$ cat config.mk
export PLATFORM = sky130hd
export DESIGN_NAME = xoshiro256ss_bounded_random
export DESIGN_NICKNAME = d
export VERILOG_FILES = /design/src/hw/rtl/xsbr_pkg.sv /design/src/hw/rtl/xoshiro256ss_bounded_random.sv /design/src/hw/rtl/xsbr_rem.sv /design/src/hw/rtl/xsbr_core.sv
export SDC_FILE = /design/constraint.sdc
export NUM_CORES = 2
export LEC_CHECK = 0
export BUFFER_PORTS_ARGS = -buffer_cell sky130_fd_sc_hd__buf_2
export CORE_MARGIN = 3
export CORE_UTILIZATION = 30
export CTS_BUF_LIST = sky130_fd_sc_hd__clkbuf_16
export DETAILED_ROUTE_END_ITERATION = 8
export MAX_ROUTING_LAYER = met4
export PLACE_DENSITY = 0.44
export SYNTH_ARGS = -nofsm -noshare
export SYNTH_HDL_FRONTEND = slang
export SYNTH_SLANG_ARGS = --single-unit
$ cat constraint.sdc
create_clock -name clk_i -period 15.1 [get_ports clk_i]
set_input_delay 2.265 -clock clk_i [delete_from_list [all_inputs] [get_ports clk_i]]
set_output_delay 2.265 -clock clk_i [all_outputs]
set_load 0.01 [all_outputs]
$ cat src/hw/rtl/xsbr_pkg.sv
// ----------------------------------------------------------------------------
// xsbr_pkg: shared types and constants for the bounded random source
// Widths, op codes, shift amounts and seed reset values.
// ----------------------------------------------------------------------------
package xsbr_pkg;

  localparam int unsigned WordW    = 64;  // generator state word / result width
  localparam int unsigned HalfW    = 32;  // upper half of a draw fed to the scaler
  localparam int unsigned MaxW     = 31;  // bound width
  localparam int unsigned NumWords = 4;   // state words
  localparam int unsigned ProdW    = MaxW + HalfW;

  localparam int unsigned RotRes   = 7;   // rotate inside the output scrambler
  localparam int unsigned ShlT     = 17;  // state shift term
  localparam int unsigned RotS3    = 45;  // rotate of word 3
  localparam int unsigned FracSh   = 11;  // 64 -> 53 bit fraction numerator

  typedef logic [WordW-1:0] word_t;
  typedef word_t [NumWords-1:0] seed_t;

  typedef enum logic [1:0] {
    OP_LOAD  = 2'd0,
    OP_DRAW  = 2'd1,
    OP_BOUND = 2'd2,
    OP_FRAC  = 2'd3
  } op_e;

  typedef enum logic {
    ST_OK     = 1'b0,
    ST_ZSEED  = 1'b1
  } status_e;

  localparam word_t SeedRst0 = 64'd1;
  localparam word_t SeedRst1 = 64'd0;
  localparam word_t SeedRst2 = 64'd0;
  localparam word_t SeedRst3 = 64'd0;

  typedef struct packed {
    logic            start;  // begin a threshold computation
    logic [MaxW-1:0] bound;  // divisor, >= 2
  } rem_req_t;

  typedef struct packed {
    logic            done;   // one-cycle pulse, rem valid
    logic [MaxW-1:0] rem;    // (2^32 - bound) mod bound
  } rem_rsp_t;

endpackage

$ cat src/hw/rtl/xoshiro256ss_bounded_random.sv
// ----------------------------------------------------------------------------
// xoshiro256ss_bounded_random: xoshiro256** source with bounded draws
// Load goes straight to the result beat; raw and fraction draws pass both
// steps of the scrambler's shared adder; a bounded draw adds scaling and a
// check, repeats it all per redraw and, when needed, has the serial unit work
// out the rejection threshold once per item. Bounds 0 and 1 skip the steps.
// One item in flight. The next item is taken while a result beat waits.
// Reset loads seeds and state with 1, 0, 0, 0; no clearing pass.
// ----------------------------------------------------------------------------
module xoshiro256ss_bounded_random (
  input  logic                         clk_i,
  input  logic                         rst_ni,
  // configuration: seed registers
  input  logic                         cfg_we_i,
  input  logic [1:0]                   cfg_idx_i,
  input  logic [xsbr_pkg::WordW-1:0]   cfg_wdata_i,
  // request channel
  input  logic                         in_valid_i,
  output logic                         in_ready_o,
  input  logic [1:0]                   op_i,
  input  logic [xsbr_pkg::MaxW-1:0]    max_value_i,
  // result channel
  output logic                         out_valid_o,
  input  logic                         out_ready_i,
  output logic [xsbr_pkg::WordW-1:0]   value_o,
  output logic                         status_o
);
  import xsbr_pkg::*;

  // seed registers; state only picks them up on a load op
  seed_t    seed_q;
  rem_req_t rem_req;
  rem_rsp_t rem_rsp;

  always_ff @(posedge clk_i or negedge rst_ni) begin
    if (!rst_ni) begin
      seed_q <= {SeedRst3, SeedRst2, SeedRst1, SeedRst0};
    end else if (cfg_we_i) begin
      seed_q[cfg_idx_i] <= cfg_wdata_i;
    end
  end

  // sequencer, generator state and result beat register
  xsbr_core u_core (
    .clk_i       (clk_i),
    .rst_ni      (rst_ni),
    .seed_i      (seed_q),
    .in_valid_i  (in_valid_i),
    .in_ready_o  (in_ready_o),
    .op_i        (op_i),
    .max_value_i (max_value_i),
    .out_valid_o (out_valid_o),
    .out_ready_i (out_ready_i),
    .value_o     (value_o),
    .status_o    (status_o),
    .rem_req_o   (rem_req),
    .rem_rsp_i   (rem_rsp)
  );

  // (2^32 - bound) mod bound, computed on the first near-miss of an item
  xsbr_rem u_rem (
    .clk_i  (clk_i),
    .rst_ni (rst_ni),
    .req_i  (rem_req),
    .rsp_o  (rem_rsp)
  );

endmodule

$ cat src/hw/rtl/xsbr_rem.sv
// ----------------------------------------------------------------------------
// xsbr_rem: bit-serial rejection threshold unit
// Computes (2^32 - bound) mod bound, one restoring step per cycle.
// ----------------------------------------------------------------------------
module xsbr_rem (
  input  logic               clk_i,
  input  logic               rst_ni,
  input  xsbr_pkg::rem_req_t req_i,
  output xsbr_pkg::rem_rsp_t rsp_o
);
  import xsbr_pkg::*;

  localparam int unsigned CntW = $clog2(HalfW);

  logic [HalfW-1:0] r_q, n_q, sh, r_d;
  logic [MaxW-1:0]  d_q;
  logic [CntW-1:0]  cnt_q;
  logic             busy_q, done_q;
  logic             ge;

  always_comb begin
    sh  = {r_q[HalfW-2:0], n_q[HalfW-1]};
    ge  = (sh >= {1'b0, d_q});
    r_d = ge ? (sh - {1'b0, d_q}) : sh;
  end

  always_ff @(posedge clk_i or negedge rst_ni) begin
    if (!rst_ni) begin
      busy_q <= 1'b0;
      done_q <= 1'b0;
      cnt_q  <= '0;
    end else begin
      // pulse after the last restoring step
      done_q <= busy_q && !req_i.start && (cnt_q == '0);
      if (req_i.start) begin
        busy_q <= 1'b1;
        cnt_q  <= CntW'(HalfW - 1);
        d_q    <= req_i.bound;
        n_q    <= HalfW'(0) - {1'b0, req_i.bound};
        r_q    <= '0;
      end else if (busy_q) begin
        r_q   <= r_d;
        n_q   <= {n_q[HalfW-2:0], 1'b0};
        cnt_q <= cnt_q - 1'b1;
        if (cnt_q == '0) begin
          busy_q <= 1'b0;
        end
      end
    end
  end

  // remainder stays below the divisor, so the top bit is always clear
  assign rsp_o.done = done_q;
  assign rsp_o.rem  = r_q[MaxW-1:0];

endmodule

$ cat src/hw/rtl/xsbr_core.sv
// ----------------------------------------------------------------------------
// xsbr_core: generator state, shared scrambler adder and op sequencer
// Steps xoshiro256**, scales draws for bounded ops and holds the result beat.
// ----------------------------------------------------------------------------
module xsbr_core (
  input  logic                    clk_i,
  input  logic                    rst_ni,
  input  xsbr_pkg::seed_t         seed_i,
  input  logic                    in_valid_i,
  output logic                    in_ready_o,
  input  logic [1:0]              op_i,
  input  logic [xsbr_pkg::MaxW-1:0] max_value_i,
  output logic                    out_valid_o,
  input  logic                    out_ready_i,
  output logic [xsbr_pkg::WordW-1:0] value_o,
  output logic                    status_o,
  output xsbr_pkg::rem_req_t      rem_req_o,
  input  xsbr_pkg::rem_rsp_t      rem_rsp_i
);
  import xsbr_pkg::*;

  typedef enum logic [2:0] {
    S_IDLE, S_MUL5, S_MUL9, S_SCALE, S_CHECK, S_REMW, S_DONE
  } state_e;

  state_e          state_q;
  seed_t           st_q, st_d;
  word_t           acc_q, res_q, out_value_q;
  logic            stat_q, out_status_q, out_valid_q;
  op_e             op_q;
  logic [MaxW-1:0] bound_q, thr_q;
  logic            thr_vld_q;
  logic [ProdW-1:0] prod_q, prod_d;

  word_t           add_a, add_b, sum, rot_acc, t_term, x2, x3;
  logic [HalfW-1:0] low;
  logic            low_lt_bound, low_lt_thr, seed_zero, out_free, out_load;

  function automatic word_t rotl(input word_t x, input int unsigned k);
    return (x << k) | (x >> (WordW - k));
  endfunction

  always_comb begin
    // shared adder: x*5 in S_MUL5, rotl(x,7)*9 in S_MUL9
    rot_acc = rotl(acc_q, RotRes);
    if (state_q == S_MUL9) begin
      add_a = rot_acc;
      add_b = rot_acc << 3;
    end else begin
      add_a = st_q[1];
      add_b = st_q[1] << 2;
    end
    sum = add_a + add_b;

    // state transition
    t_term = st_q[1] << ShlT;
    x2     = st_q[2] ^ st_q[0];
    x3     = st_q[3] ^ st_q[1];
    st_d[1] = st_q[1] ^ x2;
    st_d[0] = st_q[0] ^ x3;
    st_d[2] = x2 ^ t_term;
    st_d[3] = rotl(x3, RotS3);

    prod_d       = ProdW'(bound_q) * ProdW'(acc_q[WordW-1:HalfW]);
    low          = prod_q[HalfW-1:0];
    low_lt_bound = (low < {1'b0, bound_q});
    low_lt_thr   = (low < {1'b0, thr_q});
    seed_zero    = (seed_i == '0);
    out_free     = !out_valid_q || out_ready_i;
    out_load     = (state_q == S_DONE) && out_free;

    rem_req_o.start = (state_q == S_CHECK) && low_lt_bound && !thr_vld_q;
    rem_req_o.bound = bound_q;
  end

  always_ff @(posedge clk_i or negedge rst_ni) begin
    if (!rst_ni) begin
      state_q     <= S_IDLE;
      st_q        <= {SeedRst3, SeedRst2, SeedRst1, SeedRst0};
      out_valid_q <= 1'b0;
      thr_vld_q   <= 1'b0;
    end else begin
      if (out_load)                        out_valid_q <= 1'b1;
      else if (out_valid_q && out_ready_i) out_valid_q <= 1'b0;
      case (state_q)
        S_IDLE: begin
          if (in_valid_i) begin
            op_q    <= op_e'(op_i);
            bound_q <= max_value_i;
            res_q   <= '0;
            stat_q  <= (op_e'(op_i) == OP_LOAD && seed_zero) ? ST_ZSEED : ST_OK;
            thr_vld_q <= 1'b0;
            case (op_e'(op_i))
              OP_LOAD: begin
                // an all-zero seed is refused and the state kept
                if (!seed_zero) st_q <= seed_i;
                state_q <= S_DONE;
              end
              OP_BOUND: begin
                // bounds 0 and 1 answer 0 without stepping
                state_q <= (max_value_i <= MaxW'(1)) ? S_DONE : S_MUL5;
              end
              default: state_q <= S_MUL5;
            endcase
          end
        end
        S_MUL5: begin
          acc_q   <= sum;
          st_q    <= st_d;
          state_q <= S_MUL9;
        end
        S_MUL9: begin
          acc_q <= sum;
          case (op_q)
            OP_FRAC: begin
              res_q   <= sum >> FracSh;
              state_q <= S_DONE;
            end
            OP_BOUND: state_q <= S_SCALE;
            default: begin
              res_q   <= sum;
              state_q <= S_DONE;
            end
          endcase
        end
        S_SCALE: begin
          prod_q  <= prod_d;
          state_q <= S_CHECK;
        end
        S_CHECK: begin
          if (!low_lt_bound || (thr_vld_q && !low_lt_thr)) begin
            res_q   <= {{(WordW-MaxW){1'b0}}, prod_q[ProdW-1:HalfW]};
            state_q <= S_DONE;
          end else if (!thr_vld_q) begin
            state_q <= S_REMW;
          end else begin
            state_q <= S_MUL5;  // rejected, redraw
          end
        end
        S_REMW: begin
          if (rem_rsp_i.done) begin
            thr_q     <= rem_rsp_i.rem;
            thr_vld_q <= 1'b1;
            state_q   <= S_CHECK;
          end
        end
        S_DONE: begin
          if (out_free) begin
            out_value_q  <= res_q;
            out_status_q <= stat_q;
            state_q      <= S_IDLE;
          end
        end
        default: state_q <= S_IDLE;
      endcase
    end
  end

  assign in_ready_o  = (state_q == S_IDLE);
  assign out_valid_o = out_valid_q;
  assign value_o     = out_value_q;
  assign status_o    = out_status_q;

  a_thr_below_bound: assert property (@(posedge clk_i) disable iff (!rst_ni)
    (state_q == S_CHECK && thr_vld_q) |-> (thr_q < bound_q))
    else $error("threshold not below bound");

  a_mul9_after_mul5: assert property (@(posedge clk_i) disable iff (!rst_ni)
    (state_q == S_MUL9) |-> ($past(state_q) == S_MUL5))
    else $error("scrambler second step out of order");

  a_rem_done_in_wait: assert property (@(posedge clk_i) disable iff (!rst_ni)
    rem_rsp_i.done |-> (state_q == S_REMW))
    else $error("threshold done outside wait");

  a_bounded_in_range: assert property (@(posedge clk_i) disable iff (!rst_ni)
    (state_q == S_DONE && op_q == OP_BOUND && bound_q > MaxW'(1))
      |-> (res_q < {{(WordW-MaxW){1'b0}}, bound_q}))
    else $error("bounded result out of range");

endmodule

## After elaboration in Yosys (flattened, before gate mapping)

Index checks and enable logic that the tools add are counted.

- Register bits: 940
- Input port bits: 104
- Output and inout port bits: 67
- Logic and storage cells: 134

- Add/sub/neg operators: 4
- Multiply operators: 1
- $lt $le $gt $ge: 6
- Eq/ne operators: 16
- Mux-type cells: 37
- Bitwise operators: 7
- Reduce and logical (&&, ||, !) cells: 37

Operators by type and width:

| operator | number |
|---|---|
| 256-bit two-way mux | 3 |
| 256-bit one-hot mux with 2 select lines | 1 |
| 64-bit two-way mux | 5 |
| 64-bit bitwise XOR | 5 |
| 256-bit bitwise mux | 1 |
| 256-bit zero test | 1 |
| 64-bit one-hot mux with 3 select lines | 1 |
| 64-bit demux with 2-bit select | 1 |
| 32-bit two-way mux | 4 |
| 64-bit one-hot mux with 2 select lines | 1 |
| 64-bit adder | 1 |
| 32-bit by 31-bit less-than comparator with 1-bit output | 2 |
| 64-bit by 45-bit bitwise OR with 64-bit output | 1 |
| 64-bit by 7-bit bitwise OR with 64-bit output | 1 |
| 31-bit by 32-bit multiplier with 63-bit output | 1 |
| 32-bit by 31-bit greater-or-equal comparator with 1-bit output | 1 |
| 1-bit by 31-bit subtractor with 32-bit output, first input constant | 1 |
| 32-bit by 31-bit subtractor with 32-bit output | 1 |
| 31-bit by 1-bit less-or-equal comparator with 1-bit output, second input constant | 1 |
| 3-bit two-way mux | 7 |
| 3-bit one-hot mux with 7 select lines | 1 |
| 3-bit AND reduction | 5 |
| 5-bit two-way mux | 2 |
| 3-bit equality test, second input constant | 3 |
| other kinds (23) | 57 |

## Depth between registers and ports, before layout

- Depth in word-level cells: 6
- Depth in mapped cells: 29
- Mapped depth without buffers: 26

## Modules after synthesis

A second synthesis with hierarchy kept.

- Cell total of the unflattened synthesis: 8070
- Area total of the unflattened synthesis: 80603.6 µm²

Modules (own cells, without submodules):

| module | instances | cells each | area each (µm²) | seq. area each (µm²) |
|---|---|---|---|---|
| xsbr_core | 1 | 6873 | 64289.2 | 16171.8 |
| xoshiro256ss_bounded_random | 1 | 543 | 9582.9 | 6407.4 |
| xsbr_rem | 1 | 654 | 6731.5 | 2997.9 |

## Worst setup path before layout

Ideal clock, no wire load.

- Kind: input to register
- From: input port rst_ni
- To: register u_core.res_q[0] (enable)
- Setup time: 0.644 ns
- Arrival: 8.568 ns
- Data required time: 14.456 ns
- Slack: 5.888 ns
- Cell stages on the path: 2
- Buffers on the path: 0
- Path through: nand2_1 > nor4_1

- Longest elaborated chain between the ends: 1

RTL lines:

| element | RTL line | source |
|---|---|---|
| start: declaration | xoshiro256ss_bounded_random.sv:12 | `input logic rst_ni,` |
| 5-bit AND reduction (no line) | - |  |
| end signal: assignment | xsbr_core.sv:116 | `res_q <= sum >> FracSh;` |
| end signal: assignment | xsbr_core.sv:121 | `res_q <= sum;` |
| end signal: assignment | xsbr_core.sv:132 | `res_q <= {{(WordW-MaxW){1'b0}}, prod_q[ProdW-1:HalfW]};` |
| end: declaration | xsbr_core.sv:28 | `word_t acc_q, res_q, out_value_q;` |

No other way between the ends.
A chain may end at the register's enable or synchronous reset.

## Worst setup path in the final report

- From: register u_core.acc_q[54]
- To: register u_core.prod_q[60] (data pin)

- Longest elaborated chain between the ends: 1

RTL lines:

| element | RTL line | source |
|---|---|---|
| start: declaration | xsbr_core.sv:28 |  |
| start signal: assignment | xsbr_core.sv:108 | `acc_q <= sum;` |
| start signal: assignment | xsbr_core.sv:113 | `acc_q <= sum;` |
| 31-bit by 32-bit multiplier with 63-bit output | xsbr_core.sv:64 | `prod_d = ProdW'(bound_q) * ProdW'(acc_q[WordW-1:HalfW]);` |
| via u_core.prod_d[60] | xsbr_core.sv:33 | `logic [ProdW-1:0] prod_q, prod_d;` |
| end signal: assignment | xsbr_core.sv:127 | `prod_q <= prod_d;` |
| end: declaration | xsbr_core.sv:33 |  |

The timed path passes the listed nets, and every way through them passes these cells.

==> reports/qor.yml <==
yosys:
  ys_top_cells_by_area: "sky130_fd_sc_hd__fa_1 22%, sky130_fd_sc_hd__dfrtp_1 16%, sky130_fd_sc_hd__edfxtp_1 16%, sky130_fd_sc_hd__ha_1 6.4%, sky130_fd_sc_hd__inv_1 4.5%"
  synth_adder_area_share_pct: 28.1
  synthDistinctLibCells: 87
  synth_top_family_by_area: "adder cells"
  syn_area_per_cell_sq_um: 9.97
  yosysSeqAreaShare_pct: 31.9
  ys_seq_elements: 939
  synthArstFlopShare_pct: 55.8
  yosys.area_share.xor_xnor_pct: 3.74
  count_of_flip_flops_with_a_built_in_enable_after_synthesis: 415
  yosys_warnings: 0
  post_synth_instance_area_sq_mm: 0.0802
  synth_compound_area_share_pct: 9.28
  ys_dominant_reg_cell: "sky130_fd_sc_hd__dfrtp_1"
  synth_top_cell_area_share_pct: 21.7
  syn-instance-count: 8047
  post-synth-top-area-cell: "sky130_fd_sc_hd__fa_1"
  syn_nets: 9430
  synth_simple_gate_area_share_pct: 15.1
  muxShareOfSynthArea_pct: 5.21
cts:
  worst_skew_pair.late_latency_ns: 0.82
  clock_tree.htree_level_count: 3
  post-cts-setup-buffer-count: 0
  worst_setup_hold_path_clk_slew_ns: 0.06
  root_buffer: "sky130_fd_sc_hd__clkbuf_16"
  cts_repair_resize_count: 0
  cts-hold-fix-buffers: 0
  cts_tree: "done"
  max-clock-path-buffers: 3
  cts.sink_count: 939
  cts_inserted_buffers: 116
drt:
  detail_route.iter0.violations: 4067
  ant_nets: 0
  count_of_vias_placed_by_the_detailed_router: 59100
  drc_errors: 0
  wirelength_microns: 290000
  drt-vias-per-instance: 5.07
  dr.pass1.iters: 5
  detail_route.wl_per_cell_microns: 24.9
setup_path:
  kind_of_start_point_of_the_critical_path: "flop"
  worst_setup_path_end_kind: "flop"
  worst_path_most_repeated_cell: "sky130_fd_sc_hd__fa_1"
  top_fanout_value_on_the_critical_path: 21
  reg2reg_setup_slack_ns: 4.86
  worst_ep_required_time_ns: 15.57
  cpPeakStageDelay_ns: 1.11
  critPathArrivalTime_ns: 10.71
  path_class: "reg -> reg"
  slowest_stage: "sky130_fd_sc_hd__nor4_1"
timing:
  setup_tns_ns: 0
  transition_time_at_the_pin_with_the_least_slew_margin_ns: 1.33
  final-max-slew-violation-count: 0
  grt_setup_unrepaired: "no"
  worst_slew_margin_rel_pct: 10.4
  hold_viol_final: 0
  setup_viol_count_final: 0
  timing.hold.ws_ns: 0.417
  timing.clock.skew_ns: 0.119
  max_freq_mhz: 97.7
  min_period_over_period_pct: 67.8
  final_period_minus_worst_setup_slack_ns: 10.24
grt:
  first_pass_grt_wire_length_microns: 432000
  antenna_found_initial: 30
  grt_start_max_net_pins: 194
  number_of_global_route_vias_before_repair: 62300
  grtUsageTotal_pct: 21.8
  grt.overflow.total: 0
die:
  io_pins: 171
  die_y_extent_microns: 523
  coreArea_sq_mm: 0.266
  die_area_sq_mm: 0.274
  initial_utilization_pct: 30.2
  fp.dieW_microns: 523
  row_count: 189
flow_run:
  cap_violations: 0
run_status:
  run_status: "completed"
layout:
  multi_input_comb_area_sq_mm: 0.0493
  final_common_cell: "sky130_fd_sc_hd__inv_1"
  fillers: 27200
  seqCellArea_sq_mm: 0.0256
  utilization_of_the_core_after_routing_pct: 33.4
  most-common-layout-cells: "990 x sky130_fd_sc_hd__inv_1, 891 x sky130_fd_sc_hd__nand2_1, 868 x sky130_fd_sc_hd__fa_1"
  drive_gt1_share_pct: 10.8
  area_growth_syn_to_layout_pct: 10.6
  final_nets: 9384
place:
  finalWeightedCongestion: 0.890
  detailed_place_hpwl_microns: 211000
  numPortBuffers: 170
hold_path:
  worst_hold_path_type: "reg -> reg"
-- sequential cells by signal, summed over array words and instances, names as in the netlist --
signal / flops
seed_q: 256
u_core.acc_q: 64
u_core.bound_q: 31
u_core.op_q: 2
u_core.out_valid_o: 1
u_core.prod_q: 63
u_core.res_q: 64
u_core.st_q: 256
u_core.stat_q: 1
u_core.state_q: 3
u_core.status_o: 1
u_core.thr_q: 31
u_core.thr_vld_q: 1
u_core.value_o: 64
u_rem.busy_q: 1
u_rem.cnt_q: 5
u_rem.d_q: 31
u_rem.done_q: 1
u_rem.n_q: 32
u_rem.r_q: 31
-- synth_stat cells (all sizes together), types with 7 or more instances --
cell type / count
nor2b: 19
a21o: 125
nand4: 74
xor2: 115
nor4: 97
nor3: 29
o31a: 10
inv: 964
and3: 28
buf: 36
and2: 549
o21bai: 30
o31ai: 12
nand2b: 34
o211ai: 26
o21ai: 136
nor2: 673
or3: 15
mux2i: 97
nand2: 892
a221oi: 7
ha: 411
nand3: 130
dfrtp: 522
xnor2: 227
a31oi: 26
mux2: 285
edfxtp: 415
o21a: 22
a211oi: 167
o221a: 81
clkbuf: 421
fa: 868
a21oi: 388
-- routing by layer --
layer / up-vias / part of all wire (%) / global-route usage (%) / routed length (microns)
li1: 26400 / - / - / -
met1: 30900 / 45 / 28.9 / 129000
met2: 1414 / 48 / 35.7 / 140000
met3: 331 / 3.9 / 2.21 / 11300
met4: 0 / 3.2 / 6.12 / 9160
met5: - / 0 / - / 0
-- cells by family after synthesis --
| family | Yosys count |
|---|---|
| flip-flops | 939 |
| multiplexers | 382 |
| AO/OA/AOI/OAI | 1105 |
| buffers and inverters | 1421 |
| AND/OR/NAND/NOR | 2579 |
| adder cells (fa/ha/maj) | 1279 |
| XOR/XNOR | 342 |
-- critical path: cells and delay by family, from the launching register on --
kind	cells	cell delay, ns
and+or+nand+nor	3	1.55
buffers and inverters	5	0.71
adders and majority gates	9	4.28
xor gates and xnor gates	1	0.09
AOI/OAI and AO/OA	7	2.31
DFF	1	0.91
-- path summary, 6_finish.rpt --
| path | start | endpoint | cells past startpoint |
|---|---|---|---|
| max | u_core.acc_q[54]$_DFFE_PP_ | u_core.prod_q[60]$_DFFE_PP_ | 25 |
| min | u_core.res_q[15]$_SDFFCE_PN0P_ | u_core.value_o[15]$_DFFE_PP_ | 0 |
| max reg2reg | u_core.acc_q[54]$_DFFE_PP_ | u_core.prod_q[60]$_DFFE_PP_ | 25 |
| min reg2reg | u_core.res_q[15]$_SDFFCE_PN0P_ | u_core.value_o[15]$_DFFE_PP_ | 0 |
| max in group asynchronous | rst_ni | seed_q[50]$_DFFE_PN0P_ | 4 |
| min in group asynchronous | rst_ni | seed_q[78]$_DFFE_PN0P_ | 1 |
-- final cells by class --
class / instances / share of cell area (%)
clock inverter: 105 / 1.06
sequential: 939 / 28.8
antenna: 10 / 0.0282
multi-input combinational: 5687 / 55.6
inverter: 964 / 4.08
clock buffer: 117 / 3.30
tap: 3533 / 4.98
timing repair buffer: 293 / 2.07
-- metrics by stage --
step / instance area (sq um) / setup slack [ns] / instances
final: 88700 / 4.86 / 11600
after detailed placement: 84800 / 5.14 / 11400
after floorplan: 80200 / 5.89 / 8047
after global placement: 84800 / 5.12 / 11400
after global routing: 88700 / 4.61 / 11600
after CTS: 88700 / 5.03 / 11600
Power is left out: the tool's default activity adds up to more than one toggle a clock period on the data nets, which glitch-free logic cannot reach.
